[config.mk]
export PLATFORM = sky130hd
export DESIGN_NAME = bwn_front
export DESIGN_NICKNAME = d
export VERILOG_FILES = /design/src/hw/rtl/bone_weight_normalizer_macros.svh /design/src/hw/rtl/bwn_pkg.sv /design/src/hw/rtl/bwn_front.sv
export SDC_FILE = /design/constraint.sdc
export NUM_CORES = 1
export LEC_CHECK = 0
export BUFFER_PORTS_ARGS = -buffer_cell sky130_fd_sc_hd__clkbuf_2
export CAP_MARGIN = 20
export CELL_PAD_IN_SITES_DETAIL_PLACEMENT = 1
export CELL_PAD_IN_SITES_GLOBAL_PLACEMENT = 1
export CORE_ASPECT_RATIO = 0.75
export CORE_UTILIZATION = 39
export DETAILED_ROUTE_END_ITERATION = 10
export MAX_ROUTING_LAYER = met4
export PLACE_DENSITY = 0.68
export SLEW_MARGIN = 20
export SYNTH_ARGS = -nofsm -noshare
export SYNTH_HDL_FRONTEND = slang
export SYNTH_SLANG_ARGS = --single-unit
[constraint.sdc]
create_clock -name clk -period 3.6 [get_ports clk]
set_input_delay 0.54 -clock clk [delete_from_list [all_inputs] [get_ports clk]]
set_output_delay 0.54 -clock clk [all_outputs]
set_load 0.005 [all_outputs]
[src/hw/rtl/bone_weight_normalizer_macros.svh]
// Assertion macros shared by the bone weight normaliser.
`ifndef BONE_WEIGHT_NORMALIZER_MACROS_SVH
`define BONE_WEIGHT_NORMALIZER_MACROS_SVH

// Same-cycle implication.
`define BWN_ASSERT_IMP(label, clk, rst_n, pre, post) \
    label: assert property (@(posedge clk) disable iff (!rst_n) (pre) |-> (post)) \
        else $error("bone_weight_normalizer: same-cycle check failed");

// Next-cycle implication.
`define BWN_ASSERT_NXT(label, clk, rst_n, pre, post) \
    label: assert property (@(posedge clk) disable iff (!rst_n) (pre) |=> (post)) \
        else $error("bone_weight_normalizer: next-cycle check failed");

`endif

[src/hw/rtl/bwn_pkg.sv]
// Types, constants and register codes of the bone weight normaliser.
package bwn_pkg;

    localparam int SLOTS_PER_GROUP = 4;
    localparam int MAX_SLOTS       = 2 * SLOTS_PER_GROUP;
    localparam int WEIGHT_BITS     = 16;
    localparam int LANE_BITS       = 16;
    localparam int BONE_BITS       = 8;
    localparam int SLOT_IDX_W      = 3;
    localparam int PAIRS           = MAX_SLOTS / 2;
    localparam int PAIR_W          = WEIGHT_BITS + 1;
    localparam int SUM_W           = WEIGHT_BITS + 3;
    localparam int NUM_W           = 2 * WEIGHT_BITS;
    localparam int DIV_STEP        = 2;
    localparam int DIV_STAGES      = (WEIGHT_BITS + DIV_STEP - 1) / DIV_STEP;
    localparam int QUO_W           = DIV_STEP * DIV_STAGES;
    localparam int DATA_W          = MAX_SLOTS * (LANE_BITS + BONE_BITS);
    localparam int USER_W          = 2;
    localparam int CFG_ADDR_W      = 3;
    localparam int CFG_DATA_W      = 16;
    localparam int COUNT_W         = 4;
    localparam int EPS_W           = 16;
    localparam int CMP_W           = (SUM_W > EPS_W) ? SUM_W : EPS_W;

    localparam logic [WEIGHT_BITS-1:0] WEIGHT_ONE = WEIGHT_BITS'(1) << (WEIGHT_BITS - 1);

    typedef enum logic [USER_W-1:0] {
        ACT_NORM = 2'd0,
        ACT_FILL = 2'd1,
        ACT_PASS = 2'd2
    } action_t;

    typedef enum logic [CFG_ADDR_W-1:0] {
        CFG_ENABLE    = 3'd0,
        CFG_USE_EXTRA = 3'd1,
        CFG_INF_COUNT = 3'd2,
        CFG_NO_INF    = 3'd3,
        CFG_EPSILON   = 3'd4
    } cfg_idx_t;

    typedef struct packed {
        logic                 enable;
        logic                 use_extra;
        logic [COUNT_W-1:0]   inf_count;
        logic [BONE_BITS-1:0] no_inf_bone;
        logic [EPS_W-1:0]     epsilon;
    } cfg_t;

    localparam cfg_t CFG_RESET = '{
        enable:      1'b1,
        use_extra:   1'b0,
        inf_count:   4'd4,
        no_inf_bone: 8'd0,
        epsilon:     16'd33
    };

    typedef logic [MAX_SLOTS-1:0][LANE_BITS-1:0]   lanes_t;
    typedef logic [MAX_SLOTS-1:0][BONE_BITS-1:0]   bones_t;
    typedef logic [MAX_SLOTS-1:0][WEIGHT_BITS-1:0] wvec_t;

    typedef struct packed {
        action_t action;
        lanes_t  wts;
        bones_t  bones;
    } side_t;

    typedef struct packed {
        logic                              valid;
        logic [MAX_SLOTS-1:0][NUM_W-1:0]   num;
        logic [SUM_W-1:0]                  den;
        side_t                             side;
    } div_req_t;

    typedef struct packed {
        logic  valid;
        wvec_t quo;
        side_t side;
    } div_rsp_t;

    typedef struct packed {
        logic out_valid;
        logic skid_valid;
    } out_stat_t;

endpackage

[src/hw/rtl/bwn_front.sv]
// Front stages: lane masking, weight sum, slot choice and divider operands.
module bwn_front import bwn_pkg::*; (
    input  logic              clk,
    input  logic              rst_n,
    input  logic              adv,
    input  cfg_t              cfg,
    input  logic              in_valid,
    input  logic [DATA_W-1:0] in_data,
    output div_req_t          req
);

    lanes_t                           in_w;
    bones_t                           in_b;
    wvec_t                            wm_next;
    logic [MAX_SLOTS-1:0]             low_next;
    logic [PAIRS-1:0][PAIR_W-1:0]     pair_next;

    logic                             s1_valid_reg;
    lanes_t                           s1_w_reg;
    bones_t                           s1_b_reg;
    wvec_t                            s1_wm_reg;
    logic [MAX_SLOTS-1:0]             s1_low_reg;
    logic [PAIRS-1:0][PAIR_W-1:0]     s1_pair_reg;

    logic [SUM_W-1:0]                 sum_next;
    logic [SLOT_IDX_W-1:0]            slot_next;
    logic [SLOT_IDX_W-1:0]            first_slot;
    logic [COUNT_W-1:0]               limit;

    logic                             s2_valid_reg;
    lanes_t                           s2_w_reg;
    bones_t                           s2_b_reg;
    wvec_t                            s2_wm_reg;
    logic [SUM_W-1:0]                 s2_sum_reg;
    logic [SLOT_IDX_W-1:0]            s2_slot_reg;

    logic [MAX_SLOTS-1:0][NUM_W-1:0]  num_next;
    logic [WEIGHT_BITS-1:0]           fill_w;
    side_t                            side_next;

    logic                             s3_valid_reg;
    logic [MAX_SLOTS-1:0][NUM_W-1:0]  s3_num_reg;
    logic [SUM_W-1:0]                 s3_den_reg;
    side_t                            s3_side_reg;

    assign {in_b, in_w} = in_data;

    always_comb
    begin
        for (int i = 0; i < MAX_SLOTS; i++)
        begin
            wm_next[i] = in_w[i][WEIGHT_BITS-1:0];
            if (i >= SLOTS_PER_GROUP && !cfg.use_extra)
            begin
                wm_next[i] = '0;
            end
            low_next[i] = (CMP_W'(wm_next[i]) < CMP_W'(cfg.epsilon))
                          && (i < SLOTS_PER_GROUP || cfg.use_extra);
        end
        for (int p = 0; p < PAIRS; p++)
        begin
            pair_next[p] = PAIR_W'(wm_next[2*p]) + PAIR_W'(wm_next[2*p+1]);
        end
    end

    always_comb
    begin
        sum_next = (SUM_W'(s1_pair_reg[0]) + SUM_W'(s1_pair_reg[1]))
                 + (SUM_W'(s1_pair_reg[2]) + SUM_W'(s1_pair_reg[3]));
        first_slot = '0;
        for (int i = MAX_SLOTS - 1; i >= 0; i--)
        begin
            if (s1_low_reg[i])
            begin
                first_slot = SLOT_IDX_W'(i);
            end
        end
        limit = (cfg.inf_count == '0) ? '0 : cfg.inf_count - COUNT_W'(1);
        if (limit > COUNT_W'(MAX_SLOTS - 1))
        begin
            limit = COUNT_W'(MAX_SLOTS - 1);
        end
        if (!cfg.use_extra && limit > COUNT_W'(SLOTS_PER_GROUP - 1))
        begin
            limit = COUNT_W'(SLOTS_PER_GROUP - 1);
        end
        if (!(|s1_low_reg) || COUNT_W'(first_slot) > limit)
        begin
            slot_next = limit[SLOT_IDX_W-1:0];
        end
        else
        begin
            slot_next = first_slot;
        end
    end

    always_comb
    begin
        for (int i = 0; i < MAX_SLOTS; i++)
        begin
            num_next[i] = (NUM_W'(s2_wm_reg[i]) << (WEIGHT_BITS - 1))
                        + NUM_W'(s2_sum_reg >> 1);
        end
        if (s2_sum_reg > SUM_W'(WEIGHT_ONE))
        begin
            fill_w = '0;
        end
        else
        begin
            fill_w = WEIGHT_BITS'(SUM_W'(WEIGHT_ONE) - s2_sum_reg);
        end
        if (!cfg.enable)
        begin
            side_next.action = ACT_PASS;
            side_next.wts    = s2_w_reg;
            side_next.bones  = s2_b_reg;
        end
        else
        begin
            for (int i = 0; i < MAX_SLOTS; i++)
            begin
                side_next.wts[i]   = LANE_BITS'(s2_wm_reg[i]);
                side_next.bones[i] = (i >= SLOTS_PER_GROUP && !cfg.use_extra) ?
                                     '0 : s2_b_reg[i];
            end
            if (CMP_W'(s2_sum_reg) > CMP_W'(cfg.epsilon))
            begin
                side_next.action = ACT_NORM;
            end
            else
            begin
                side_next.action              = ACT_FILL;
                side_next.wts[s2_slot_reg]    = LANE_BITS'(fill_w);
                side_next.bones[s2_slot_reg]  = cfg.no_inf_bone;
            end
        end
    end

    always_ff @(posedge clk or negedge rst_n)
    begin
        if (!rst_n)
        begin
            s1_valid_reg <= 1'b0;
            s2_valid_reg <= 1'b0;
            s3_valid_reg <= 1'b0;
        end
        else if (adv)
        begin
            s1_valid_reg <= in_valid;
            s2_valid_reg <= s1_valid_reg;
            s3_valid_reg <= s2_valid_reg;
        end
    end

    always_ff @(posedge clk)
    begin
        if (adv)
        begin
            s1_w_reg    <= in_w;
            s1_b_reg    <= in_b;
            s1_wm_reg   <= wm_next;
            s1_low_reg  <= low_next;
            s1_pair_reg <= pair_next;
            s2_w_reg    <= s1_w_reg;
            s2_b_reg    <= s1_b_reg;
            s2_wm_reg   <= s1_wm_reg;
            s2_sum_reg  <= sum_next;
            s2_slot_reg <= slot_next;
            s3_num_reg  <= num_next;
            s3_den_reg  <= s2_sum_reg;
            s3_side_reg <= side_next;
        end
    end

    assign req.valid = s3_valid_reg;
    assign req.num   = s3_num_reg;
    assign req.den   = s3_den_reg;
    assign req.side  = s3_side_reg;

endmodule

==> impl_metrics.py <==
metrics = {
    "power": {
        "p_sw_mw": 10.2,
        "peakVddDrop_v": 0.000366,
        "sw_frac_of_total_pct": 30.7,
        "power.internal_mw": 23.0,
        "power.total_mw": 33.2,
        "power_frac_comb_pct": 24.4,
        "p_per_area_mw_per_mm2": 612,
        "power.leakage_nw": 22.7,
        "seq_power_share_pct": 44.3,
        "pwr-share-clk_pct": 31.3,
    },
    "critical_path": {
        "end_kind": "flip-flop",
        "crit_required_ns": 4.06,
        "r2r-start": "s1_pair_reg[1]$_DFFE_PP_",
        "slowest_delay_ns": 0.53,
        "critPathLaunchType": "flip-flop",
        "crit_arrival_ns": 3.92,
        "worstPathCellList": "inv_1, fa_1, inv_1, fa_1, ha_2, fa_2, a21oi_4, o21ai_4, o2111ai_2, a2111oi_1, or4b_4",
        "cp_top_family": "adder cells",
        "reg2reg_setup_slack_ns": 0.14,
        "crit_start": "s1_pair_reg[1]$_DFFE_PP_",
        "cp_num_buf_inv": 2,
        "critPathKind": "flip-flop to flip-flop",
        "worstPathMaxFanout": 4,
        "critPathSlowestCell": "fa_1",
    },
    "routing": {
        "wire_per_inst_um": 26.3,
        "wl_um": 145000,
        "vias": 28900,
        "viasPerCell": 5.23,
        "ant_nets": 0,
        "drtPass1Iterations": 5,
        "drt-initial-drc-count": 2427,
        "drcViolationCount": 0,
    },
    "hold_path": {
        "hp-start": "in_data[92]",
        "min_path_type": "primary input to flip-flop",
    },
    "sta": {
        "min_period_ns": 3.46,
        "drv_slew": 0,
        "grt_setup_unrepaired": "false",
        "fin_skew_ns": 0.0318,
        "setup_viol": 0,
        "max_slew_margin_pct": 46.8,
        "fin_crit_sh_pct": 96.1,
        "tightestPinTransition_ns": 0.795,
        "hold_violations": 0,
        "max_clock_freq_ghz": 0.289,
    },
    "global_routing": {
        "use_met2_pct": 37.8,
        "first_global_vias": 29000,
        "busiest_layer": "met2",
        "grtUsageMet1_pct": 36.3,
        "grt_pass1_wl_um": 202000,
        "antenna_found_initial": 29,
        "gr-usage-met3_pct": 4.80,
        "grt_max_degree": 128,
        "overflow": 0,
        "grt.total_usage_pct": 25.6,
    },
    "clock_network": {
        "numCtsBuffers": 100,
        "clk_pin_slew_ns": 0.07,
        "insertion_delay_ns": 0.71,
        "clockBufferDepth": 3,
        "cts_tree": "built",
        "cts_root_buf": "clkbuf_16",
        "cts_sinks": 962,
        "htree_levels": 3,
    },
    "yosys": {
        "ys_seq_area_share_pct": 65.0,
        "avgSynthCellArea_um2": 14.5,
        "yosys-top-cells-count": "959 x edfxtp_1, 248 x ha_1, 211 x nor2_1",
        "syn_area_mm2": 0.0444,
        "ys.warnings.count": 0,
        "ys_types": 71,
        "ys_seq_elements": 962,
        "syn-num-nets": 3587,
        "yosys.area.top_type": "edfxtp_1",
        "yosysTopAreaCellShare_pct": 64.8,
        "yosys_most_used_dff": "edfxtp_1",
        "yosys.cell_count.top_type": "edfxtp_1",
        "yosys-top-cells-area": "edfxtp_1 65%, ha_1 7.0%, buf_4 2.2%, fa_1 2.1%, xnor2_1 2.1%",
        "synth_edf_count": 959,
        "synthArstFlopShare_pct": 0.312,
        "synthCells": 3067,
    },
    "layout": {
        "regArea_mm2": 0.0289,
        "fill_cells": 11500,
        "area_growth_pct": 22.1,
        "largest_register_ffs": 345,
        "multiInputGateArea_mm2": 0.0138,
        "final_net_count": 4434,
        "final_area_mm2": 0.0542,
        "instances_no_fill": 5519,
        "drive_gt1_share_pct": 28.1,
        "fin_util_pct": 48.3,
    },
    "placed_design": {
        "portBuffers": 695,
        "gp_congestion": 0.894,
        "hpwl_um": 110000,
        "place_area_mm2": 0.0500,
        "dp_cells": 5232,
    },
    "die": {
        "ios": 696,
        "initial_utilization_pct": 39.6,
        "die-area_mm2": 0.115,
        "fp.dieH_um": 294,
        "coreArea_mm2": 0.112,
        "rows": 106,
        "die_w_um": 392,
    },
    "run": {
        "max_cap_violations": 0,
    },
    "status": {
        "status": "finished clean",
    },
}
## cell type report
class,instances,area share (%)
Multi-Input combinational cell,1738,25.5
Timing Repair Buffer,918,10.4
Clock inverter,67,1.23
Inverter,194,1.34
Antenna cell,12,0.0554
Clock buffer,116,4.72
Sequential cell,962,53.2
Tap cell,1512,3.49
## stage by stage
stage | hold slack [ns] | TNS (ns) | worst slack [ns]
after floorplan | 0.244 | 0 | 0.0187
after global placement | 0.340 | -0.437 | -0.259
after detailed placement | 0.344 | -0.980 | -0.333
after CTS | 0.000725 | 0 | 0.00734
after global routing | 0.00822 | 0 | 0.0280
final | 0.0345 | 0 | 0.142
## placed cells by master, fill, tap and decap left out, types with 69 or more instances in the layout
master	synthesis	layout
a21o_1	77	77
a21oi_1	150	146
buf_4	129	113
clkbuf_16	0	100
clkbuf_2	1	693
dlygate4sd3_1	0	89
edfxtp_1	959	959
ha_1	248	243
inv_1	193	192
mux2_2	79	79
mux2i_1	69	69
nand2_1	99	98
nor2_1	211	209
o21ai_0	73	72
xnor2_1	105	105
## worst reg2reg max path, cell delays in order, from the launching register on
cell and delay [ns]:
edfxtp_1 0.32, inv_1 0.05, fa_1 0.53, inv_1 0.05, fa_1 0.45, ha_2 0.20, fa_2 0.42, a21oi_4 0.18
o21ai_4 0.09, o2111ai_2 0.26, a2111oi_1 0.14, or4b_4 0.52
## what timing repair did
item                       in CTS  in global routing
setup buffers                   1                  2
gates resized for setup         5                 15
pin swaps                       2                  7
setup endpoints to repair       1                  3
hold endpoints to repair       91                  0
hold buffers                   89                  0
## layer usage
metal	share of wire, %	up-vias	wire length (µm)
li1	-	13100	-
met1	46	14800	66800
met2	45	875	65600
met3	6.6	169	9530
met4	2.3	0	3370
met5	0	-	0
## power by group through the flow
| stage | Clock (mW) | Sequential [mW] | Combinational [mW] |
|---|---|---|---|
| global route | 11.0 | 14.8 | 8.82 |
| floorplan | 0 | 14.8 | 4.32 |
| CTS | 10.7 | 14.7 | 7.98 |
| finish | 10.4 | 14.7 | 8.09 |
| global placement | 0 | 14.9 | 7.65 |
| detailed placement | 0 | 14.9 | 7.79 |
## final timing paths
kind                                       endpoint  depth (start not counted)
max reg2reg                s2_sum_reg[17]$_DFFE_PP_                         11
min reg2reg                  s2_w_reg[18]$_DFFE_PP_                          0
max                        s2_sum_reg[17]$_DFFE_PP_                         11
min in group asynchronous  s2_valid_reg$_DFFE_PN0P_                          2
min                          s1_w_reg[92]$_DFFE_PP_                          1
max in group asynchronous  s3_valid_reg$_DFFE_PN0P_                          2
## logic make-up after synthesis
family / count (synthesis) / synth area share (%)
AO/OA/AOI/OAI: 480 / 7.17
multiplexers: 168 / 4.23
AND/OR/NAND/NOR: 632 / 7.04
flip-flops: 962 / 65.0
XOR/XNOR: 164 / 3.23
buffers and inverters: 367 / 4.26
adder cells (fa/ha/maj): 294 / 9.06
Power figures use the tool's default switching activity.
