File: src/hw/rtl/bone_weight_normalizer_macros.svh
// Assertion macros shared by the bone weight normaliser.
`ifndef BONE_WEIGHT_NORMALIZER_MACROS_SVH
`define BONE_WEIGHT_NORMALIZER_MACROS_SVH

// Same-cycle implication.
`define BWN_ASSERT_IMP(label, clk, rst_n, pre, post) \
    label: assert property (@(posedge clk) disable iff (!rst_n) (pre) |-> (post)) \
        else $error("bone_weight_normalizer: same-cycle check failed");

// Next-cycle implication.
`define BWN_ASSERT_NXT(label, clk, rst_n, pre, post) \
    label: assert property (@(posedge clk) disable iff (!rst_n) (pre) |=> (post)) \
        else $error("bone_weight_normalizer: next-cycle check failed");

`endif

File: src/hw/rtl/bwn_pkg.sv
// Types, constants and register codes of the bone weight normaliser.
package bwn_pkg;

    localparam int SLOTS_PER_GROUP = 4;
    localparam int MAX_SLOTS       = 2 * SLOTS_PER_GROUP;
    localparam int WEIGHT_BITS     = 16;
    localparam int LANE_BITS       = 16;
    localparam int BONE_BITS       = 8;
    localparam int SLOT_IDX_W      = 3;
    localparam int PAIRS           = MAX_SLOTS / 2;
    localparam int PAIR_W          = WEIGHT_BITS + 1;
    localparam int SUM_W           = WEIGHT_BITS + 3;
    localparam int NUM_W           = 2 * WEIGHT_BITS;
    localparam int DIV_STEP        = 2;
    localparam int DIV_STAGES      = (WEIGHT_BITS + DIV_STEP - 1) / DIV_STEP;
    localparam int QUO_W           = DIV_STEP * DIV_STAGES;
    localparam int DATA_W          = MAX_SLOTS * (LANE_BITS + BONE_BITS);
    localparam int USER_W          = 2;
    localparam int CFG_ADDR_W      = 3;
    localparam int CFG_DATA_W      = 16;
    localparam int COUNT_W         = 4;
    localparam int EPS_W           = 16;
    localparam int CMP_W           = (SUM_W > EPS_W) ? SUM_W : EPS_W;

    localparam logic [WEIGHT_BITS-1:0] WEIGHT_ONE = WEIGHT_BITS'(1) << (WEIGHT_BITS - 1);

    typedef enum logic [USER_W-1:0] {
        ACT_NORM = 2'd0,
        ACT_FILL = 2'd1,
        ACT_PASS = 2'd2
    } action_t;

    typedef enum logic [CFG_ADDR_W-1:0] {
        CFG_ENABLE    = 3'd0,
        CFG_USE_EXTRA = 3'd1,
        CFG_INF_COUNT = 3'd2,
        CFG_NO_INF    = 3'd3,
        CFG_EPSILON   = 3'd4
    } cfg_idx_t;

    typedef struct packed {
        logic                 enable;
        logic                 use_extra;
        logic [COUNT_W-1:0]   inf_count;
        logic [BONE_BITS-1:0] no_inf_bone;
        logic [EPS_W-1:0]     epsilon;
    } cfg_t;

    localparam cfg_t CFG_RESET = '{
        enable:      1'b1,
        use_extra:   1'b0,
        inf_count:   4'd4,
        no_inf_bone: 8'd0,
        epsilon:     16'd33
    };

    typedef logic [MAX_SLOTS-1:0][LANE_BITS-1:0]   lanes_t;
    typedef logic [MAX_SLOTS-1:0][BONE_BITS-1:0]   bones_t;
    typedef logic [MAX_SLOTS-1:0][WEIGHT_BITS-1:0] wvec_t;

    typedef struct packed {
        action_t action;
        lanes_t  wts;
        bones_t  bones;
    } side_t;

    typedef struct packed {
        logic                              valid;
        logic [MAX_SLOTS-1:0][NUM_W-1:0]   num;
        logic [SUM_W-1:0]                  den;
        side_t                             side;
    } div_req_t;

    typedef struct packed {
        logic  valid;
        wvec_t quo;
        side_t side;
    } div_rsp_t;

    typedef struct packed {
        logic out_valid;
        logic skid_valid;
    } out_stat_t;

endpackage

File: src/hw/rtl/bwn_out.sv
// Result assembly, output register and skid register.
module bwn_out import bwn_pkg::*; (
    input  logic              clk,
    input  logic              rst_n,
    input  div_rsp_t          rsp,
    input  logic              m_tready,
    output logic              m_tvalid,
    output logic [DATA_W-1:0] m_tdata,
    output logic [USER_W-1:0] m_tuser,
    output out_stat_t         stat
);

    lanes_t            item_wts;
    logic [DATA_W-1:0] item_data;
    logic              push;
    logic              pop;

    logic              out_valid_reg;
    logic              skid_valid_reg;
    logic [DATA_W-1:0] out_data_reg;
    action_t           out_user_reg;
    logic [DATA_W-1:0] skid_data_reg;
    action_t           skid_user_reg;

    always_comb
    begin
        for (int l = 0; l < MAX_SLOTS; l++)
        begin
            item_wts[l] = (rsp.side.action == ACT_NORM) ?
                          LANE_BITS'(rsp.quo[l]) : rsp.side.wts[l];
        end
        item_data = {rsp.side.bones, item_wts};
    end

    assign push = rsp.valid && !skid_valid_reg;
    assign pop  = out_valid_reg && m_tready;

    always_ff @(posedge clk or negedge rst_n)
    begin
        if (!rst_n)
        begin
            out_valid_reg  <= 1'b0;
            skid_valid_reg <= 1'b0;
        end
        else if (skid_valid_reg)
        begin
            if (pop)
            begin
                skid_valid_reg <= 1'b0;
            end
        end
        else if (push)
        begin
            if (!out_valid_reg || pop)
            begin
                out_valid_reg <= 1'b1;
            end
            else
            begin
                skid_valid_reg <= 1'b1;
            end
        end
        else if (pop)
        begin
            out_valid_reg <= 1'b0;
        end
    end

    always_ff @(posedge clk)
    begin
        if (skid_valid_reg)
        begin
            if (pop)
            begin
                out_data_reg <= skid_data_reg;
                out_user_reg <= skid_user_reg;
            end
        end
        else if (push)
        begin
            if (!out_valid_reg || pop)
            begin
                out_data_reg <= item_data;
                out_user_reg <= rsp.side.action;
            end
            else
            begin
                skid_data_reg <= item_data;
                skid_user_reg <= rsp.side.action;
            end
        end
    end

    assign m_tvalid        = out_valid_reg;
    assign m_tdata         = out_data_reg;
    assign m_tuser         = out_user_reg;
    assign stat.out_valid  = out_valid_reg;
    assign stat.skid_valid = skid_valid_reg;

endmodule

File: config.mk
export PLATFORM = sky130hd
export DESIGN_NAME = bwn_out
export DESIGN_NICKNAME = d
export VERILOG_FILES = /design/src/hw/rtl/bone_weight_normalizer_macros.svh /design/src/hw/rtl/bwn_pkg.sv /design/src/hw/rtl/bwn_out.sv
export SDC_FILE = /design/constraint.sdc
export NUM_CORES = 1
export LEC_CHECK = 0
export BUFFER_PORTS_ARGS = -buffer_cell sky130_fd_sc_hd__buf_2
export CORE_MARGIN = 4
export CORE_UTILIZATION = 45
export DETAILED_ROUTE_END_ITERATION = 12
export HOLD_SLACK_MARGIN = 0.12
export MAX_ROUTING_LAYER = met4
export PLACE_DENSITY_LB_ADDON = 0.05
export SLEW_MARGIN = 25
export SYNTH_ARGS = -nofsm -noshare
export SYNTH_HDL_FRONTEND = slang
export SYNTH_SLANG_ARGS = --single-unit
File: constraint.sdc
create_clock -name clk -period 20.3 [get_ports clk]
set_clock_uncertainty 0.05 [all_clocks]
set_input_delay 4.06 -clock clk [delete_from_list [all_inputs] [get_ports clk]]
set_output_delay 4.06 -clock clk [all_outputs]
set_load 0.1 [all_outputs]
==> results of run 1 <==
[cell usage in the layout (no fill, tap or decap), types with 2 or more instances in the layout]
cell | netlist | final
buf_2 | 50 | 520
edfxtp_1 | 388 | 388
mux2_2 | 194 | 194
nor2b_1 | 129 | 129
nor4b_1 | 128 | 128
a221o_1 | 128 | 128
clkbuf_16 | 0 | 43
diode_2 | 0 | 40
buf_4 | 23 | 12
clkbuf_1 | 30 | 11
clkinv_2 | 0 | 10
bufinv_16 | 0 | 5
clkinv_1 | 0 | 4
clkinvlp_4 | 0 | 3
buf_6 | 1 | 3
a21oi_1 | 2 | 2
[metal layers]
| metal | track usage (%) | vias up | wire (um) |
|---|---|---|---|
| li1 | - | 5466 | - |
| met1 | 26.50 | 5825 | 19270 |
| met2 | 36.26 | 454 | 24520 |
| met3 | 9.273 | 79 | 5317 |
| met4 | 8.626 | 0 | 1505 |
| met5 | - | - | 0 |
[stage by stage]
step                      cells  hold slack [ns]  setup slack (ns)
final                      2151           0.4949             13.08
after floorplan            1087           0.4731             1.862
after CTS                  2110           0.4963             13.13
after detailed placement   2033           0.4822             12.54
after global routing       2148           0.5091             12.94
after global placement     2033           0.4779             12.55
[cell families after synthesis]
family,count (synthesis)
flip-flops,390
AO/OA/AOI/OAI,132
multiplexers,194
buffers and inverters,109
AND/OR/NAND/NOR,262
[report_power, final]
part           internal [mW]  switching, mW
Combinational          0.338           1.63
Sequential              1.20         0.0682
Clock                  0.454          0.315
Total                   1.99           2.01
[final cells by class]
type                    instances  area (um^2)  share of cell area, %
clock buffers                  54         1117                  5.063
multi-input cells             588         5475                  24.81
clock inverters                23        246.5                  1.117
flip-flops and latches        390        11710                  53.04
well taps                     518        648.1                  2.937
repair buffers                537         2774                  12.57
diodes                         40        100.1                 0.4535
inverters                       1        3.754                0.01701
[final timing paths]
kind	startpoint	to	slack (ns)	cells after the start
max	rsp[193]	m_tdata[60]$_DFFE_PP_	13.08	5
min	skid_data_reg[165]$_DFFE_PP_	m_tdata[165]$_DFFE_PP_	0.49	1
max reg2reg	skid_valid_reg$_DFF_PN0_	m_tdata[73]$_DFFE_PP_	16.39	5
min reg2reg	skid_data_reg[165]$_DFFE_PP_	m_tdata[165]$_DFFE_PP_	0.49	1
max in group asynchronous	rst_n	skid_valid_reg$_DFF_PN0_	16.85	1
min in group asynchronous	rst_n	skid_valid_reg$_DFF_PN0_	3.24	1
==> flow_metrics.env, run 1 <==
export IMPL_synth_fa_ha_area_share_pct=0
export IMPL_grt_max_degree=183
export IMPL_hold_buffers=0
export IMPL_tns_ns=0
export IMPL_crit_type="in -> reg"
export IMPL_cp_slowest_stage_delay_ns=0.90
export IMPL_n_fill_cell=3212
export IMPL_ys_warn_count=0
export IMPL_synth_area_um2=17710
export IMPL_layout_worst_path_cycle_share_pct=35.59
export IMPL_cts_setup_buffers=0
export IMPL_clockBufferDepth=3
export IMPL_gr_total_overflow=0
export IMPL_clock_latency_ns=0.55
export IMPL_leakagePower_nw=8.056
export IMPL_fin_util_pct=56.97
export IMPL_grtUsageTotal_pct=22.96
export IMPL_yosys_register_bits=390
export IMPL_io_pin_count=523
export IMPL_p_per_area_nw_per_um2=181.3
export IMPL_synth_top_area_share_pct=65.79
export IMPL_finalCriticalPeriod_ns=7.225
export IMPL_synth_xor_area_share_pct=0
export IMPL_drtIter0Drc=656
export IMPL_start_kind="input port"
export IMPL_drc=0
export IMPL_path_clk_slew_ns=0.06
export IMPL_hp_class="reg -> reg"
export IMPL_max_freq_ghz=0.1384
export IMPL_max_slew_margin_pct=27.87
export IMPL_start_util_pct=45.72
export IMPL_drv_slew=0
export IMPL_first_pass_iters=4
export IMPL_wl_per_cell_um=23.53
export IMPL_path_max_fanout=82
export IMPL_crit_family="buffers and inverters"
export IMPL_synth_area_leaders="edfxtp_1 66%, mux2_2 12%, a221o_1 7.2%, nor4b_1 6.3%, nor2b_1 4.6%"
export IMPL_fp_dieW_um=206.4
export IMPL_synth_seq_area_share_pct=66.07
export IMPL_final_antenna_net_count=0
export IMPL_synth_area_leader_cell="edfxtp_1"
export IMPL_path_cells="buf_4, buf_4, or2_4, buf_4, a221o_1"
export IMPL_vias_per_cell=5.497
export IMPL_cts_resized=0
export IMPL_crit_slowest_cell="buf_4"
export IMPL_synth_area_mux_share_pct=12.34
export IMPL_crit_buf_inv=3
export IMPL_synth_cell_type_count=20
export IMPL_hold_viol=0
export IMPL_vias=11820
export IMPL_cts_root_buf="clkbuf_16"
export IMPL_setup_violations_final=0
export IMPL_synth_flop_cell="edfxtp_1"
export IMPL_finalInstanceArea_um2=22070
export IMPL_cts_tree="built"
export IMPL_totalWireLength_mm=50.61
export IMPL_tightest_slew_ns=1.082
export IMPL_hpwlAfterDp_mm=32.78
export IMPL_path_common_cell="buf_4"
export IMPL_synth_compound_area_share_pct=7.369
export IMPL_syn_to_final_growth_pct=24.62
export IMPL_grt_pass1_vias=11580
export IMPL_grt_first_pass_wirelength_mm=71.38
export IMPL_nNetsFinal=1887
export IMPL_total_power_mw=4.001
export IMPL_core_area_um2=38740
export IMPL_cts_sinks=390
export IMPL_yosys_top_cells_count="388 x edfxtp_1, 194 x mux2_2, 129 x nor2b_1"
export IMPL_synth_cells=1087
export IMPL_io_buffer_count=522
export IMPL_crit_required_ns=20.66
export IMPL_worstPathArrival_ns=7.59
export IMPL_dieArea_um2=42590
export IMPL_place_congestion=0.8248
export IMPL_chipHeight_um=206.4
export IMPL_peakVddDrop_mv=0.1003
export IMPL_antenna_found_initial=38
export IMPL_synth_nets=1413
export IMPL_htreeDepth=2
export IMPL_grt_setup_unrepaired="no"
export IMPL_synth_top_family_by_area="multiplexers"
export IMPL_status="finished, final reports clean"
export IMPL_cts_buffers=43
export IMPL_drv_cap=0
export IMPL_layout_drive_gt1_share_pct=50.09
export IMPL_synthSimpleGateAreaFrac_pct=11.03
export IMPL_yosysMostFrequentCell="edfxtp_1"
export IMPL_synth_area_per_cell_um2=16.29
export IMPL_rows=72
export IMPL_place_area_um2=20570
export IMPL_synth_edf_count=388
export IMPL_ys_async_sr_fraction_pct=0.5128
export IMPL_end_kind="flop"
No activity file was read; power rests on OpenSTA's default activity.
==> run 2: changes to the inputs <==
ABC_AREA = 1   (was unset)
clock period = 7.42 ns   (was 20.3 ns; I/O delays follow)
==> run 2 against run 1 <==
Worst hold slack got worse by 0.034 ns; global-route usage decreased by 0.13 points; synthesized cell count increased by 56%; combinational power grew 140%; register-to-register slack worse by 13 ns; sequential power increased to 2.7 times the previous value; final cell count grew 29%; routed wire length down 3.2%; largest cell class unchanged; highest routed layer unchanged.
==> flow_metrics.env, run 2 <==
export IMPL_pwr_share_clk_pct=21.2
export IMPL_cts_resized=0
export IMPL_crit_type="reg -> reg"
export IMPL_clock_latency_ns=0.53
export IMPL_max_slew_margin_pct=37.41
export IMPL_final_antenna_net_count=0
export IMPL_grt_setup_unrepaired="no"
export IMPL_grtUsageMet3_pct=6.099
export IMPL_place_congestion=0.8596
export IMPL_p_per_area_nw_per_um2=475.2
export IMPL_rr_worst_depth=4
export IMPL_layout_worst_path_cycle_share_pct=51.55
export IMPL_drv_slew=0
export IMPL_tightest_slew_ns=0.9388
export IMPL_path_common_cell="buf_4"
export IMPL_layout_drive_gt1_share_pct=28.20
export IMPL_switchingPower_mw=5.141
export IMPL_start_kind="flop"
export IMPL_clockBufferDepth=3
export IMPL_vias_per_cell=4.702
export IMPL_totalWireLength_mm=49.00
export IMPL_yosysMostFrequentCell="nand2_1"
export IMPL_synth_edf_count=388
export IMPL_worst_hold_slack_ns=0.4606
export IMPL_yosys_top_cells_count="691 x nand2_1, 388 x edfxtp_1, 262 x inv_1"
export IMPL_r2r_end="m_tdata[122]$_DFFE_PP_"
export IMPL_use_met2_pct=35.35
export IMPL_drtIter0Drc=855
export IMPL_htreeDepth=2
export IMPL_antenna_found_initial=20
export IMPL_min_delay_start="skid_data_reg[44]$_DFFE_PP_"
export IMPL_nNetsFinal=2531
export IMPL_first_pass_iters=7
export IMPL_peakVddDrop_mv=0.3203
export IMPL_fp_dieW_um=205.3
export IMPL_end_kind="flop"
export IMPL_cts_setup_buffers=0
export IMPL_tns_ns=0
export IMPL_drv_cap=0
export IMPL_crit_slowest_cell="dfrtp_4"
export IMPL_r2r_slack_ns=3.60
export IMPL_drc=0
export IMPL_path_clk_slew_ns=0.07
export IMPL_grt_max_degree=127
export IMPL_path_max_fanout=69
export IMPL_synth_nets=2027
export IMPL_cts_tree="built"
export IMPL_min_path_cells=2
export IMPL_cts_root_buf="clkbuf_16"
export IMPL_dieArea_um2=42150
export IMPL_cp_slowest_stage_delay_ns=0.84
export IMPL_setup_violations_final=0
export IMPL_hp_class="reg -> reg"
export IMPL_grtUsageTotal_pct=22.83
export IMPL_p_comb_share_pct=45.4
export IMPL_leakagePower_nw=10.40
export IMPL_p_seq_share_pct=33.4
export IMPL_grt_pass1_vias=12490
export IMPL_start_util_pct=45.43
export IMPL_layout_commonest_cell="nand2_1"
export IMPL_ys_warn_count=0
export IMPL_core_area_um2=38560
export IMPL_vias=13030
export IMPL_hpwlAfterDp_mm=32.86
export IMPL_n_fill_cell=3596
export IMPL_top_usage_layer="met2"
export IMPL_synth_seq_area_share_pct=66.80
export IMPL_synth_top_area_share_pct=66.51
export IMPL_io_pin_count=523
export IMPL_gr_total_overflow=0
export IMPL_hold_buffers=0
export IMPL_synth_area_per_cell_um2=10.30
export IMPL_max_freq_ghz=0.2614
export IMPL_yosys_register_bits=390
export IMPL_wl_per_cell_um=17.68
export IMPL_io_buffer_count=522
export IMPL_layout_common_cells="691 x nand2_1, 522 x buf_2, 388 x edfxtp_1"
export IMPL_synth_cell_type_count=19
export IMPL_status="finished, final reports clean"
export IMPL_p_int_mw=5.205
export IMPL_cts_buffers=42
export IMPL_rows=72
export IMPL_synth_area_leaders="edfxtp_1 67%, nand2_1 15%, inv_1 5.6%, and2_1 4.3%, nand3_1 3.7%"
export IMPL_chipHeight_um=205.3
export IMPL_worstReg2RegStart="skid_valid_reg$_DFF_PN0_"
export IMPL_finalCriticalPeriod_ns=3.825
export IMPL_use_met1_pct=29.33
export IMPL_switching_share_pct=49.69
export IMPL_ys_async_sr_fraction_pct=0.5128
export IMPL_crit_required_ns=7.53
export IMPL_synth_cells=1701
export IMPL_grt_first_pass_wirelength_mm=71.36
export IMPL_min_to="m_tdata[44]$_DFFE_PP_"
export IMPL_synth_area_um2=17520
export IMPL_syn_to_final_growth_pct=24.29
export IMPL_worstPathArrival_ns=3.94
export IMPL_hold_viol=0
export IMPL_cts_sinks=390
export IMPL_synth_area_leader_cell="edfxtp_1"
export IMPL_synth_flop_cell="edfxtp_1"
export IMPL_path_cells="buf_4, a21oi_1, nor2_4, buf_4"
-- run 2: changes by cell type after synthesis, moves of 23 or more --
cell	before	now
a221o_1	128	0
and2_1	0	120
clkbuf_1	30	7
inv_1	1	262
mux2_2	194	0
nand2_1	1	691
nand3_1	0	128
nor2b_1	129	0
nor4b_1	128	0
-- run 2: stage by stage --
step,total power [mW],utilization [%],instance area (um^2),instances,setup WS [ns]
finish,10.35,56.47,21770,2772,3.595
global route,10.77,56.47,21770,2772,3.355
CTS,10.46,56.33,21720,2752,3.537
detailed placement,8.245,52.64,20300,2679,3.517
global placement,8.232,52.64,20300,2679,3.528
floorplan,7.430,-,17520,1701,0.1390
-- run 2: worst max-delay path by stage --
stage | slack, ns | cells after the start | end | startpoint
final | 3.60 | 4 | m_tdata[122]$_DFFE_PP_ | skid_valid_reg$_DFF_PN0_
after global routing | 3.36 | 4 | m_tdata[111]$_DFFE_PP_ | skid_valid_reg$_DFF_PN0_
after CTS | 3.54 | 4 | m_tdata[138]$_DFFE_PP_ | skid_valid_reg$_DFF_PN0_
after detailed placement | 3.52 | 5 | skid_data_reg[104]$_DFFE_PP_ | m_tready
after global placement | 3.53 | 5 | skid_data_reg[104]$_DFFE_PP_ | m_tready
after floorplan | 0.14 | 4 | m_tdata[0]$_DFFE_PP_ | rsp[322]
-- run 2: kinds of logic after synthesis --
family	Yosys count	share of synthesized area, %
AOI/OAI and AO/OA	3	0.08569
DFF	390	66.80
and+or+nand+nor	972	24.00
buffers and inverters	336	9.114
-- run 2: power groups by stage --
stage | clock (mW) | combinational, mW | sequential (mW)
after floorplan | 0 | 1.05 | 6.38
after global placement | 0 | 4.72 | 3.51
after detailed placement | 0 | 4.74 | 3.50
after CTS | 2.24 | 4.75 | 3.47
after global routing | 2.33 | 4.94 | 3.50
final | 2.19 | 4.70 | 3.46
-- run 2: layer usage --
metal / up-vias / wire [um]
met5: - / 0
met4: 0 / 1576
met3: 71 / 4450
met2: 515 / 23120
met1: 6056 / 19850
li1: 6392 / -
-- run 2: final cells by class --
class | instances | area [um^2] | share of cell area [%]
Antenna cell | 20 | 50.05 | 0.2299
Tap cell | 518 | 648.1 | 2.977
Clock buffer | 49 | 1099 | 5.046
Timing Repair Buffer | 533 | 2708 | 12.44
Inverter | 263 | 1002 | 4.603
Sequential cell | 390 | 11710 | 53.76
Clock inverter | 24 | 324.1 | 1.488
Multi-Input combinational cell | 975 | 4237 | 19.46
-- run 2: critical path: cells and delay by family, from the launching register on --
kind,cells,cell delay (ns)
AO/OA/AOI/OAI,1,0.29
buffers and inverters,2,1.51
flip-flops,1,0.84
AND/OR/NAND/NOR,1,0.63
